File: src/design/decimal_number_text_parser_assert.svh
// Assertion macros shared by the decimal number text parser modules.
// Each macro expects signals named clk and rst in the including scope.
`ifndef DECIMAL_NUMBER_TEXT_PARSER_ASSERT_SVH
`define DECIMAL_NUMBER_TEXT_PARSER_ASSERT_SVH

// A condition that holds at every clock edge outside reset.
`define DNTP_ASSERT_ALWAYS(label, cond, msg) \
  label: assert property (@(posedge clk) disable iff (rst) (cond)) else $error(msg);

// A condition that, once seen, implies another in the next cycle.
`define DNTP_ASSERT_NEXT(label, ante, cons, msg) \
  label: assert property (@(posedge clk) disable iff (rst) (ante) |=> (cons)) else $error(msg);

`endif

File: src/design/dntp_pkg.sv
// Package for the decimal number text parser.
// Holds the character class type, the queue item type and character codes.
// No dependencies.
`default_nettype none

package dntp_pkg;

  localparam logic [7:0] CH_TAB   = 8'h09;
  localparam logic [7:0] CH_CR    = 8'h0D;
  localparam logic [7:0] CH_SPACE = 8'h20;
  localparam logic [7:0] CH_PLUS  = 8'h2B;
  localparam logic [7:0] CH_MINUS = 8'h2D;
  localparam logic [7:0] CH_POINT = 8'h2E;
  localparam logic [7:0] CH_ZERO  = 8'h30;
  localparam logic [7:0] CH_NINE  = 8'h39;
  localparam logic [7:0] CH_UPPER_E = 8'h45;
  localparam logic [7:0] CH_LOWER_E = 8'h65;

  localparam int MANT_W = 60;
  localparam int EXP_W = 10;
  localparam int FRAC_W = 8;
  localparam int DEXP_W = 12;

  typedef enum logic [2:0] {
    CLS_SPACE,
    CLS_MINUS,
    CLS_PLUS,
    CLS_DIGIT,
    CLS_POINT,
    CLS_EXPMARK,
    CLS_OTHER
  } cls_t;

  typedef struct packed {
    cls_t       cls;
    logic [3:0] digit;
    logic       last;
  } item_t;

  function automatic logic [63:0] mant_limit(input int digits);
    logic [63:0] p;
    p = 64'd1;
    for (int k = 0; k < 19; k++) begin
      if (k < digits) begin
        p = p * 64'd10;
      end
    end
    p = p - 64'd1;
    if (p > {4'h0, {MANT_W{1'b1}}}) begin
      p = {4'h0, {MANT_W{1'b1}}};
    end
    return p;
  endfunction

endpackage

`default_nettype wire

File: src/design/dntp_front.sv
// Front end of the decimal number text parser: accepts characters and
// classifies them into queue items. Depends on dntp_pkg.
`default_nettype none

module dntp_front (
  input  wire logic           push,
  output logic                full,
  input  wire logic [7:0]     char_code,
  input  wire logic           last_char,
  output logic                q_push,
  output dntp_pkg::item_t     q_item,
  input  wire logic           q_full
);
  import dntp_pkg::*;

  assign full = q_full;
  assign q_push = push && !q_full;

  always_comb begin
    q_item.last = last_char;
    q_item.digit = 4'd0;
    if (char_code inside {CH_SPACE, [CH_TAB:CH_CR]}) begin
      q_item.cls = CLS_SPACE;
    end else if (char_code == CH_MINUS) begin
      q_item.cls = CLS_MINUS;
    end else if (char_code == CH_PLUS) begin
      q_item.cls = CLS_PLUS;
    end else if (char_code inside {[CH_ZERO:CH_NINE]}) begin
      q_item.cls = CLS_DIGIT;
      q_item.digit = 4'(char_code - CH_ZERO);
    end else if (char_code == CH_POINT) begin
      q_item.cls = CLS_POINT;
    end else if (char_code inside {CH_LOWER_E, CH_UPPER_E}) begin
      q_item.cls = CLS_EXPMARK;
    end else begin
      q_item.cls = CLS_OTHER;
    end
  end

endmodule

`default_nettype wire

File: src/design/dntp_queue.sv
// Small register queue between front and back of the parser.
// Depends on dntp_pkg and the assertion macro header.
`default_nettype none
`include "decimal_number_text_parser_assert.svh"

module dntp_queue #(
  parameter int DEPTH = 4
) (
  input  wire logic            clk,
  input  wire logic            rst,
  input  wire logic            wr_en,
  input  wire dntp_pkg::item_t wr_item,
  output logic                 q_full,
  output logic                 rd_valid,
  output dntp_pkg::item_t      rd_item,
  input  wire logic            rd_en
);
  import dntp_pkg::*;

  localparam int PTR_W = (DEPTH > 1) ? $clog2(DEPTH) : 1;
  localparam int CNT_W = $clog2(DEPTH + 1);

  item_t            slots [DEPTH];
  logic [PTR_W-1:0] wr_ptr;
  logic [PTR_W-1:0] rd_ptr;
  logic [CNT_W-1:0] count;
  logic             do_wr;
  logic             do_rd;

  assign q_full = (count == CNT_W'(DEPTH));
  assign rd_valid = (count != '0);
  assign rd_item = slots[rd_ptr];
  assign do_wr = wr_en && !q_full;
  assign do_rd = rd_en && rd_valid;

  always_ff @(posedge clk) begin
    if (do_wr) begin
      slots[wr_ptr] <= wr_item;
    end
  end

  always_ff @(posedge clk) begin
    if (rst) begin
      wr_ptr <= '0;
      rd_ptr <= '0;
      count <= '0;
    end else begin
      if (do_wr) begin
        wr_ptr <= (wr_ptr == PTR_W'(DEPTH - 1)) ? '0 : wr_ptr + 1'b1;
      end
      if (do_rd) begin
        rd_ptr <= (rd_ptr == PTR_W'(DEPTH - 1)) ? '0 : rd_ptr + 1'b1;
      end
      if (do_wr && !do_rd) begin
        count <= count + 1'b1;
      end else if (do_rd && !do_wr) begin
        count <= count - 1'b1;
      end
    end
  end

  `DNTP_ASSERT_ALWAYS(a_empty_ptrs, (count != '0) || (rd_ptr == wr_ptr), "queue empty but pointers differ")

endmodule

`default_nettype wire

File: src/design/dntp_back.sv
// Back end of the decimal number text parser: the scan state machine,
// the mantissa and exponent accumulators and the result register.
// Depends on dntp_pkg and the assertion macro header.
`default_nettype none
`include "decimal_number_text_parser_assert.svh"

module dntp_back #(
  parameter int MAX_DIGITS = 18,
  parameter int MAX_EXP = 999
) (
  input  wire logic                   clk,
  input  wire logic                   rst,
  input  wire logic                   in_valid,
  input  wire dntp_pkg::item_t        in_item,
  output logic                        in_ready,
  output logic                        empty,
  input  wire logic                   pop,
  output logic                        negative,
  output logic [dntp_pkg::MANT_W-1:0] mantissa,
  output logic signed [dntp_pkg::DEXP_W-1:0] decimal_exponent,
  output logic                        overflow
);
  import dntp_pkg::*;

  localparam logic [63:0] MANT_LIMIT = mant_limit(MAX_DIGITS);
  localparam logic [EXP_W-1:0] EXP_LIMIT = EXP_W'(MAX_EXP);
  localparam int EPROD_W = EXP_W + 4;

  typedef enum logic [5:0] {
    PH_SPACE = 6'b000001,
    PH_INT   = 6'b000010,
    PH_FRAC  = 6'b000100,
    PH_ESIGN = 6'b001000,
    PH_EXP   = 6'b010000,
    PH_STOP  = 6'b100000
  } phase_t;

  phase_t              phase;
  phase_t              phase_next;
  logic [MANT_W-1:0]   mantissa_acc;
  logic [MANT_W-1:0]   mantissa_acc_next;
  logic [FRAC_W-1:0]   fraction_count;
  logic [FRAC_W-1:0]   fraction_count_next;
  logic [EXP_W-1:0]    exponent_acc;
  logic [EXP_W-1:0]    exponent_acc_next;
  logic                minus_seen;
  logic                minus_seen_next;
  logic                exp_minus_seen;
  logic                exp_minus_seen_next;
  logic                saturated;
  logic                saturated_next;

  logic                out_valid;
  logic                out_negative;
  logic [MANT_W-1:0]   out_mantissa;
  logic [EXP_W-1:0]    out_exponent;
  logic                out_exp_minus;
  logic [FRAC_W-1:0]   out_fraction;
  logic                out_overflow;

  logic                take;
  logic [63:0]         mant_prod;
  logic [EPROD_W-1:0]  exp_prod;
  logic                mant_over;
  logic                exp_over;
  logic                add_mant;
  logic                add_exp;
  logic                add_frac;
  logic signed [DEXP_W-1:0] exp_signed;

  assign in_ready = !(in_item.last && out_valid && !pop);
  assign take = in_valid && in_ready;

  assign mant_prod = ({4'h0, mantissa_acc} << 3) + ({4'h0, mantissa_acc} << 1)
                     + {60'd0, in_item.digit};
  assign mant_over = (mant_prod > MANT_LIMIT);
  assign exp_prod = ({4'h0, exponent_acc} << 3) + ({4'h0, exponent_acc} << 1)
                    + {{(EPROD_W-4){1'b0}}, in_item.digit};
  assign exp_over = (exp_prod > {4'h0, EXP_LIMIT});

  always_comb begin
    phase_next = phase;
    minus_seen_next = minus_seen;
    exp_minus_seen_next = exp_minus_seen;
    add_mant = 1'b0;
    add_exp = 1'b0;
    add_frac = 1'b0;
    case (phase)
      PH_SPACE: begin
        case (in_item.cls)
          CLS_SPACE: phase_next = PH_SPACE;
          CLS_MINUS: begin
            minus_seen_next = 1'b1;
            phase_next = PH_INT;
          end
          CLS_PLUS: phase_next = PH_INT;
          CLS_DIGIT: begin
            add_mant = 1'b1;
            phase_next = PH_INT;
          end
          CLS_POINT: phase_next = PH_FRAC;
          CLS_EXPMARK: phase_next = PH_ESIGN;
          default: phase_next = PH_STOP;
        endcase
      end
      PH_INT: begin
        case (in_item.cls)
          CLS_DIGIT: add_mant = 1'b1;
          CLS_POINT: phase_next = PH_FRAC;
          CLS_EXPMARK: phase_next = PH_ESIGN;
          default: phase_next = PH_STOP;
        endcase
      end
      PH_FRAC: begin
        case (in_item.cls)
          CLS_DIGIT: begin
            add_mant = 1'b1;
            add_frac = 1'b1;
          end
          CLS_EXPMARK: phase_next = PH_ESIGN;
          default: phase_next = PH_STOP;
        endcase
      end
      PH_ESIGN: begin
        case (in_item.cls)
          CLS_MINUS: begin
            exp_minus_seen_next = 1'b1;
            phase_next = PH_EXP;
          end
          CLS_PLUS: phase_next = PH_EXP;
          CLS_DIGIT: begin
            add_exp = 1'b1;
            phase_next = PH_EXP;
          end
          default: phase_next = PH_STOP;
        endcase
      end
      PH_EXP: begin
        if (in_item.cls == CLS_DIGIT) begin
          add_exp = 1'b1;
        end else begin
          phase_next = PH_STOP;
        end
      end
      default: phase_next = PH_STOP;
    endcase

    mantissa_acc_next = mantissa_acc;
    exponent_acc_next = exponent_acc;
    fraction_count_next = fraction_count;
    saturated_next = saturated;
    if (add_mant) begin
      if (mant_over) begin
        mantissa_acc_next = MANT_LIMIT[MANT_W-1:0];
        saturated_next = 1'b1;
      end else begin
        mantissa_acc_next = mant_prod[MANT_W-1:0];
      end
    end
    if (add_frac) begin
      if (fraction_count == {FRAC_W{1'b1}}) begin
        saturated_next = 1'b1;
      end else begin
        fraction_count_next = fraction_count + 1'b1;
      end
    end
    if (add_exp) begin
      if (exp_over) begin
        exponent_acc_next = EXP_LIMIT;
        saturated_next = 1'b1;
      end else begin
        exponent_acc_next = exp_prod[EXP_W-1:0];
      end
    end
  end

  always_ff @(posedge clk) begin
    if (rst) begin
      phase <= PH_SPACE;
      mantissa_acc <= '0;
      fraction_count <= '0;
      exponent_acc <= '0;
      minus_seen <= 1'b0;
      exp_minus_seen <= 1'b0;
      saturated <= 1'b0;
    end else if (take) begin
      if (in_item.last) begin
        phase <= PH_SPACE;
        mantissa_acc <= '0;
        fraction_count <= '0;
        exponent_acc <= '0;
        minus_seen <= 1'b0;
        exp_minus_seen <= 1'b0;
        saturated <= 1'b0;
      end else begin
        phase <= phase_next;
        mantissa_acc <= mantissa_acc_next;
        fraction_count <= fraction_count_next;
        exponent_acc <= exponent_acc_next;
        minus_seen <= minus_seen_next;
        exp_minus_seen <= exp_minus_seen_next;
        saturated <= saturated_next;
      end
    end
  end

  always_ff @(posedge clk) begin
    if (rst) begin
      out_valid <= 1'b0;
    end else if (take && in_item.last) begin
      out_valid <= 1'b1;
    end else if (pop) begin
      out_valid <= 1'b0;
    end
  end

  always_ff @(posedge clk) begin
    if (take && in_item.last) begin
      out_negative <= minus_seen_next;
      out_mantissa <= mantissa_acc_next;
      out_exponent <= exponent_acc_next;
      out_exp_minus <= exp_minus_seen_next;
      out_fraction <= fraction_count_next;
      out_overflow <= saturated_next;
    end
  end

  assign exp_signed = $signed({{(DEXP_W-EXP_W){1'b0}}, out_exponent});
  assign empty = !out_valid;
  assign negative = out_negative;
  assign mantissa = out_mantissa;
  assign overflow = out_overflow;
  assign decimal_exponent = (out_exp_minus ? -exp_signed : exp_signed)
                            - $signed({{(DEXP_W-FRAC_W){1'b0}}, out_fraction});

  `DNTP_ASSERT_ALWAYS(a_mant_limit, {4'h0, mantissa_acc} <= MANT_LIMIT, "mantissa above limit")
  `DNTP_ASSERT_ALWAYS(a_exp_limit, exponent_acc <= EXP_LIMIT, "exponent above limit")
  `DNTP_ASSERT_NEXT(a_last_clears, take && in_item.last, (phase == PH_SPACE) && (mantissa_acc == '0) && out_valid, "state not cleared after last character")

endmodule

`default_nettype wire

File: src/design/decimal_number_text_parser.sv
// Decimal number text parser, one character per cycle while full is low.
// A last character is queued; the scanner then loads the result register from it.
// Throughput: one character per cycle; the queue between classifier and scanner
// fills only while a finished result waits unread and a further last character arrives.
// Reset: synchronous rst empties the item queue and the result register and returns
// the scanner to whitespace skipping.
`default_nettype none

module decimal_number_text_parser #(
  parameter int MAX_DIGITS = 18,
  parameter int MAX_EXP = 999,
  parameter int QUEUE_DEPTH = 4
) (
  input  wire logic                   clk,
  input  wire logic                   rst,
  input  wire logic                   push,
  output logic                        full,
  input  wire logic [7:0]             char_code,
  input  wire logic                   last_char,
  output logic                        empty,
  input  wire logic                   pop,
  output logic                        negative,
  output logic [dntp_pkg::MANT_W-1:0] mantissa,
  output logic signed [dntp_pkg::DEXP_W-1:0] decimal_exponent,
  output logic                        overflow
);
  import dntp_pkg::*;

  logic  q_push;
  item_t q_item;
  logic  q_full;
  logic  rd_valid;
  item_t rd_item;
  logic  rd_en;

  dntp_front u_front (
    .push      (push),
    .full      (full),
    .char_code (char_code),
    .last_char (last_char),
    .q_push    (q_push),
    .q_item    (q_item),
    .q_full    (q_full)
  );

  dntp_queue #(
    .DEPTH (QUEUE_DEPTH)
  ) u_queue (
    .clk      (clk),
    .rst      (rst),
    .wr_en    (q_push),
    .wr_item  (q_item),
    .q_full   (q_full),
    .rd_valid (rd_valid),
    .rd_item  (rd_item),
    .rd_en    (rd_en)
  );

  dntp_back #(
    .MAX_DIGITS (MAX_DIGITS),
    .MAX_EXP    (MAX_EXP)
  ) u_back (
    .clk              (clk),
    .rst              (rst),
    .in_valid         (rd_valid),
    .in_item          (rd_item),
    .in_ready         (rd_en),
    .empty            (empty),
    .pop              (pop),
    .negative         (negative),
    .mantissa         (mantissa),
    .decimal_exponent (decimal_exponent),
    .overflow         (overflow)
  );

endmodule

`default_nettype wire

File: config.mk
export PLATFORM = sky130hd
export DESIGN_NAME = decimal_number_text_parser
export DESIGN_NICKNAME = d
export VERILOG_FILES = /design/src/design/dntp_pkg.sv /design/src/design/dntp_front.sv /design/src/design/dntp_queue.sv /design/src/design/dntp_back.sv /design/src/design/decimal_number_text_parser.sv
export VERILOG_INCLUDE_DIRS = /design/src /design/src/design
export SDC_FILE = /design/constraint.sdc
export NUM_CORES = 1
export LEC_CHECK = 0
export ABC_AREA = 1
export BUFFER_PORTS_ARGS = -buffer_cell sky130_fd_sc_hd__buf_2
export CAP_MARGIN = 20
export CORE_UTILIZATION = 30
export DETAILED_ROUTE_END_ITERATION = 8
export GPL_ROUTABILITY_DRIVEN = 0
export GPL_TIMING_DRIVEN = 0
export PLACE_DENSITY = 0.5
export SLEW_MARGIN = 20
export SYNTH_ARGS = -nofsm -noshare
export SYNTH_HDL_FRONTEND = slang
export SYNTH_HIERARCHICAL = 1
export SYNTH_SLANG_ARGS = --single-unit
File: constraint.sdc
create_clock -name clk -period 3.7 [get_ports clk]
set_input_delay 0.37 -clock clk [delete_from_list [all_inputs] [get_ports clk]]
set_output_delay 0.37 -clock clk [all_outputs]
set_load 0.03 [all_outputs]
# == After elaboration in Yosys (flattened, before gate mapping) ==
# Memories as Yosys holds them, arrays and structs flattened. A register that Yosys moved wholly into a read port is not among the register bits.
# Cells that the tools add are included.
# Widths: inputs -> output; s select.
# op_classes
add_sub_neg,12
order_cmp,6
eq_ne,23
muxes,54
n_reduce_logical,26
# ops
operator,n
$mux 60,3
$add 63x61->64,1
$add 64x4->64,1
$gt 64x60->1 const B,1
$eq 8x6->1 const B,4
$mux 10,3
$pmux 6 s5,1
$mux 8,3
$pmux 6 s4,1
$mux 1,21
$mux 3,6
$mux 6,3
$pmux 6 s3,1
$eq 8x7->1 const B,2
$mux 4,4
$add 13x11->14,1
$add 14x4->14,1
$gt 14x10->1 const B,1
$mux 12,1
$mux 2,6
$neg 10->12,1
$pmux 6 s2,1
$sub 12x9->12,1
$logic_and 1x1->1,10
other kinds (27),43
# totals
regBits,176
mem_bits_rw,32
in_bits,13
output_inout_bits,76
elab_cells,139
memories,1
# mem_list
name,depth,word_bits,read_ports,rd_clocked_by_memory_dff,wr,line,text
u_queue.slots,4,8,1,1,1,dntp_queue.sv:23,item_t slots [DEPTH];

# == Longest topological paths before layout ==
# Gate-level depths: netlist of the first run.
# logic_depth
word_depth,10
ltp_mapped,29
depth_no_buf,28

# == Hierarchy ==
# Netlist of the first run, hierarchy kept.
# by_module_without_submodules
mod,instances,cells_each,area_each_um2,seq_area_each_um2
dntp_back,1,2460,15554.9,4194.0
dntp_queue,1,146,1700.4,1141.1
dntp_front,1,53,225.2,0.0

# == Worst setup path before layout of the first run ==
# OpenSTA, ideal clock, no wires.
# synth_timing
kind,reg-to-reg
from,register (tool-made name)
to,"register u_back.out_mantissa[0], in the netlist u_back/mantissa[0], data pin"
setup_time_ns,0.261
arrival_ns,3.627
t_required_ns,3.439
path_slack_ns,-0.188
path_stages_with_launch,26
n_path_buf,2
period_less_slack_ns,3.888
path_cell_list,dfxtp_1 -> inv_2 -> buf_6 -> nor2_1 -> o22ai_1 -> fa_1 -> fa_1 -> nand3_1 -> nand3_1 -> nand2_1 -> nand2_2 -> nand2_1 -> nand2_1 -> nand2_1 -> nand2_1 -> nand2_1 -> nand2_1 -> nand2_1 -> nand3_1 -> nor2_2 -> nand2_1 -> a21oi_4 -> nand3_2 -> inv_2 -> buf_2 -> a21oi_1
# synth_rtl
element,line,text
"end signal, assigned",dntp_back.sv:220,out_mantissa <= mantissa_acc_next;
"end, declared",dntp_back.sv:55,logic [MANT_W-1:0] out_mantissa;

==> results of run 1 <==
## layout by cell type (no fill, tap or decap), drive strengths merged, types with 2 or more instances in the layout
| cell type | Yosys | final |
|---|---|---|
| inv | 432 | 434 |
| o22ai | 10 | 10 |
| or2 | 3 | 3 |
| clkbuf | 38 | 71 |
| o21bai | 8 | 8 |
| nor2 | 319 | 319 |
| edfxtp | 113 | 113 |
| bufinv | 0 | 2 |
| fa | 6 | 6 |
| ha | 154 | 154 |
| o21ai | 43 | 43 |
| and2 | 5 | 5 |
| xnor2 | 16 | 16 |
| buf | 27 | 159 |
| nand3 | 97 | 97 |
| xor2 | 42 | 42 |
| a31oi | 3 | 3 |
| a211oi | 2 | 2 |
| o31ai | 3 | 3 |
| dfxtp | 97 | 97 |
| nor3 | 17 | 17 |
| o211ai | 2 | 2 |
| a21oi | 194 | 194 |
| nand4 | 85 | 85 |
| nor4 | 7 | 7 |
| a21o | 3 | 3 |
| clkinv | 3 | 11 |
| nand3b | 49 | 49 |
| nand2 | 877 | 877 |
## power groups by stage
stage,sequential (µW),clock [µW],combinational [µW]
finish,3610,2450,6810
global placement,3690,0,5970
detailed placement,3640,0,6080
CTS,3620,2510,6570
floorplan,4270,0,3560
global route,3680,2600,7380
## metrics by stage
step           setup TNS (ns)  total power, µW
5_1_grt                -61.41            13700
4_1_cts                -40.64            12700
3_5_place_dp          -175.72             9720
2_1_floorplan               0             7830
3_3_place_gp          -261.53             9660
6_report               -37.87            12900
## metal layers
| layer | share of wire | wire length [µm] |
|---|---|---|
| met2 | 0.44 | 26000 |
| met5 | 0 | 0 |
| met3 | 0.050 | 2990 |
| met1 | 0.48 | 28300 |
| met4 | 0.034 | 2040 |
## flip-flops by register name, indices dropped and copies added, names as in the netlist, 6 cells and up, named ones only
signal / count
u_back/out_fraction: 8
u_queue/slots: 32
u_back/fraction_count: 8
u_back/phase: 6
u_back/out_exponent: 10
u_back/mantissa: 60
u_back/exponent_acc: 10
u_back/mantissa_acc: 60
## what timing repair did
action	4_1_cts	5_1_grt
gates cloned	4	0
pin swaps	36	36
endpoints found under the hold margin	4	0
setup buffers	31	14
setup endpoints to repair	151	153
gates resized for setup	216	79
hold buffers	1	0
## worst max-delay path: stages, from the launching register on
cell and delay, ns:
dfxtp_4 0.37, inv_6 0.08, buf_8 0.12, nor2_4 0.04, o22ai_4 0.17, fa_2 0.51
ha_4 0.29, nand2_1 0.05, nor2_1 0.11, nand3_1 0.12, nand3_4 0.14, nand2_1 0.08
nand2_2 0.12, nand3_1 0.20, nand3_1 0.15, nand3_1 0.14, nand3_1 0.11, nand2_1 0.08
nand2_1 0.07, nand2_1 0.09, nand2_4 0.19, nand3_4 0.14, inv_8 0.16, buf_12 0.17
buf_12 0.12, a21oi_2 0.05
## path summary, 6_finish.rpt
kind                          from                  end  slack, ns
hold / removal                 rst     u_queue/count[0]        0.1
setup reg to reg              flop  u_back/mantissa[14]      -0.43
setup / recovery              flop  u_back/mantissa[14]      -0.43
hold reg to reg   u_back/saturated     u_back/saturated       0.47
## final cells by class
| class | instances | share of cell area |
|---|---|---|
| multi-input cells | 1949 | 0.525 |
| flip-flops and latches | 210 | 0.250 |
| inverters | 435 | 0.0774 |
| repair buffers | 137 | 0.0454 |
| well taps | 765 | 0.0448 |
| clock buffers | 33 | 0.0321 |
| plain buffers | 62 | 0.0195 |
| clock inverters | 13 | 0.00580 |
## logic make-up (layout without fill, tap and decap cells)
kind of cell	after synthesis	in the layout	synth area share
AO/OA/AOI/OAI	271	271	0.0829
AND/OR/NAND/NOR	1460	1460	0.355
buffers and inverters	500	680	0.111
flip-flops	210	210	0.305
adder cells (fa/ha/maj)	160	160	0.117
XOR/XNOR	58	58	0.0291
==> impl_metrics.tcl, run 1 <==
set metrics [dict create \
    regArea_um2 5340 \
    cts_sinks 210 \
    end_kind "flop" \
    drt_iter0_drc 1323 \
    nFillCells 6166 \
    grt_pass1_wl_um 92000 \
    min_path_type "in -> reg" \
    syn-num-nets 2832 \
    synth_area_per_cell_um2 6.57 \
    wl_per_cell_um 16.5 \
    startpoint_type "flop" \
    synth_area_leaders "edfxtp_1 19%, nand2_1 19%, dfxtp_1 11%" \
    htreeDepth 1 \
    top_usage_layer "met2" \
    status "complete, but fails checks" \
    intPower_uw 6820 \
    ant_nets 0 \
    final_area_um2 21300 \
    area_growth_pct 22.1 \
    dr.pass1.iters 6 \
    fp.coreArea_um2 57600 \
    final_util 0.371 \
    gr-usage-met2 0.316 \
    drcViolationCount 0 \
    yosys-top-cells-count "865 x nand2_1, 403 x inv_1, 290 x nor2_1" \
    violations "negative setup slack" \
    synth_top_flop_cell "edfxtp_1" \
    power_density_nw_per_um2 603 \
    async_flop_share 0 \
    wl_um 59400 \
    rows 88 \
    critical_path_arrival_ns 4.44 \
    synth_warnings 6 \
    hold_slack_ns 0.0977 \
    clockBufferDepth 3 \
    switching_share 0.471 \
    antenna_found_initial 0 \
    relSlewSlack 0.371 \
    worstSetupPathType "reg -> reg" \
    crit_fanout 7 \
    p_leak_uw 0.0106 \
    die_w_um 243 \
    rsz0062_at_grt "yes" \
    p_sw_uw 6060 \
    min_period_ns 4.13 \
    vdd_drop_max_mv 0.963 \
    finalCritPeriodShare 1.12 \
    clkPwrFrac 0.190 \
    vias 17600 \
    setup_viol 122 \
    syn_inst 2659 \
    p_comb_frac 0.529 \
    nets 2993 \
    die_area_um2 59200 \
    critPathRequiredTime_ns 4.00 \
    synth_top_area_cell "edfxtp_1" \
    use_met1 0.274 \
    r2r_cells 25 \
    hold_path_depth 2 \
    tritoncts "built" \
    max_freq_mhz 242 \
    yosysMostFrequentCell "nand2_1" \
    cts-root-buf "clkbuf_16" \
    dp_slack_ns -1.56 \
    n_antenna_cell 0 \
    netlist_area_um2 17500 \
    vias_per_cell 4.88 \
    grtUsageMet3 0.0228 \
    seq_area_frac_synth 0.305 \
    synth_top_area_frac 0.194 \
    seqPwrFrac 0.280 \
    grt_pass1_vias 16700 \
    grt_max_degree 45 \
    finalHoldViolations 0 \
    maxCapViolations 0 \
    chipHeight_um 243 \
    synth_edf_count 113 \
    synth_seq_cells 210 \
    initial_core_util 0.304 \
    insertion_delay_ns 0.56 \
    grt_overflow 0 \
    multiInputGateArea_um2 11200 \
    io_buffers 87 \
    io-pin-count 89 \
    finClkSkew_ns 0.0418 \
    drv_slew 0 \
    cts_buffers 25 \
    stdcell_count 3604 \
    post-dp-hpwl_um 47600 \
    placed_cell_area_um2 18900 \
    yosysUniqueCellTypes 45 \
    tightestPinTransition_ns 0.940 \
    dp_cells 3512 \
    path_clk_slew_ns 0.06 \
    fin_ws_ns -0.432 \
    layout-drive-gt1-share 0.166 \
    grt_use_total 0.197 \
]
No activity file was read; power rests on OpenSTA's default activity.
==> run 2: changes to the inputs <==
PLACE_DENSITY = 0.49   (was 0.5)
SKIP_CTS_REPAIR_TIMING = 1   (was not set)
clock period = 4.03 ns   (was 3.7 ns; I/O delays follow)
==> run 2 against run 1 <==
The run still ends with negative setup slack left. Clock power about the same. Design area shrank 0.84%. Total power fell by 8.7%. Register-to-register slack gained 0.17 ns. Critical path depth did not move. Cell count decreased by 0.11%. Non-clock buffer count down 2.
==> impl_metrics.tcl, run 2 (synthesis gave the netlist of run 1 again) <==
set metrics [dict create \
    maxCapViolations 0 \
    stdcell_count 3600 \
    layout-drive-gt1-share 0.155 \
    layout_commonest_cell "nand2_1" \
    drt_iter0_drc 1223 \
    grt_max_degree 44 \
    status "complete, but fails checks" \
    drv_slew 0 \
    vias_per_cell 4.86 \
    chipHeight_um 243 \
    violations "negative setup slack" \
    vias 17500 \
    final_area_um2 21200 \
    min_path_type "in -> reg" \
    rsz0062_at_grt "yes" \
    io_buffers 87 \
    setup_viol 121 \
    p_total_uw 11700 \
    p_leak_uw 0.0105 \
    cts_buffers 24 \
    area_growth_pct 21.1 \
    finClkSkew_ns 0.0174 \
    fin_ws_ns -0.264 \
    dr.pass1.iters 6 \
    max_freq_mhz 233 \
    final_util 0.368 \
    grt_use_total 0.195 \
    drcViolationCount 0 \
    crit_fanout 8 \
    relSlewSlack 0.339 \
    grt_pass1_wl_um 90900 \
    htreeDepth 1 \
    antenna_found_initial 0 \
    grt_pass1_vias 16500 \
    grt_overflow 0 \
    initial_core_util 0.304 \
    die_w_um 243 \
    wl_um 59900 \
    n_antenna_cell 0 \
    final_cell_mix "790 x nand2_1, 398 x inv_1, 284 x nor2_1" \
    nFillCells 6152 \
    end_kind "flop" \
    fp.coreArea_um2 57600 \
    post-dp-hpwl_um 48100 \
    path_clk_slew_ns 0.06 \
    tritoncts "built" \
    crit_path_max_incr_delay_ns 0.48 \
    tightestPinTransition_ns 0.988 \
    power_density_nw_per_um2 555 \
    nets 2990 \
    finalHoldViolations 0 \
    vdd_drop_max_mv 0.763 \
    critPathRequiredTime_ns 4.28 \
    dp_cells 3512 \
    die_area_um2 59200 \
    wl_per_cell_um 16.6 \
    insertion_delay_ns 0.53 \
    clockBufferDepth 3 \
    min_period_ns 4.29 \
    rows 88 \
    startpoint_type "flop" \
    ant_nets 0 \
    regToRegSetupSlack_ns -0.26 \
    cts-root-buf "clkbuf_16" \
    finalCritPeriodShare 1.07 \
    critical_path_arrival_ns 4.55 \
    placed_cell_area_um2 18900 \
    io-pin-count 89 \
    worstSetupPathType "reg -> reg" \
    cp_slowest_cell "fa_2" \
    cts_sinks 210 \
]
-- run 2: cell count changes in the layout (fill, tap and decap cells not counted), sizes merged --
cell           previous run  this run
buf                     159       155
bufinv                    2         7
clkbuf                   71        72
clkdlybuf4s15             1         0
clkinv                   11        10
clkinvlp                  1         2
dlygate4sd3               1         0
inv                     434       430
-- run 2: path summary, 6_finish.rpt --
kind / cells past startpoint / endpoint / start
max: 25 / u_back/mantissa[38] / flop
min: 1 / u_queue/slots[2][0] / last_char
min reg2reg: 2 / u_back/fraction_count[7] / u_back/fraction_count[7]
max reg2reg: 25 / u_back/mantissa[38] / flop
-- run 2: worst max-delay path: cells and delay by family (launching register included) --
family | cells | cell delay, ns
AND/OR/NAND/NOR | 18 | 1.89
adder cells (fa/ha/maj) | 2 | 0.89
buffers and inverters | 3 | 0.53
flip-flops | 1 | 0.41
AO/OA/AOI/OAI | 2 | 0.25
-- run 2: layout make-up --
type                    count  area (µm²)  area share
multi-input cells        1949       11000       0.522
clock buffers              30         644      0.0304
flip-flops and latches    210        5340       0.252
repair buffers            134         898      0.0424
plain buffers              63         389      0.0184
well taps                 765         957      0.0452
inverters                 435        1650      0.0779
clock inverters            14         243      0.0115
-- run 2: report_power, final --
part / internal, µW / switching, µW / total (µW) / leakage, µW
Combinational: 1730 / 4240 / 5980 / 0.00820
Sequential: 3000 / 306 / 3300 / 0.00188
Clock: 1580 / 889 / 2470 / 0.000427
Total: 6310 / 5440 / 11700 / 0.0105
-- run 2: per-layer routing --
metal	track usage	part of all wire
met5	0	0
met2	0.310	0.45
met4	0.0603	0.024
met3	0.0337	0.056
met1	0.266	0.47
-- run 2: metrics by stage --
| stage | TNS (ns) | hold WS [ns] | setup slack (ns) |
|---|---|---|---|
| 6_report | -17.64 | 0.0757 | -0.264 |
| 3_3_place_gp | -273.85 | 0.451 | -1.72 |
| 5_1_grt | -37.46 | 0.0654 | -0.410 |
| 3_5_place_dp | -179.08 | 0.455 | -1.68 |
| 4_1_cts | -184.13 | 0.0456 | -1.72 |
| 2_1_floorplan | 0 | 0.437 | 0.142 |
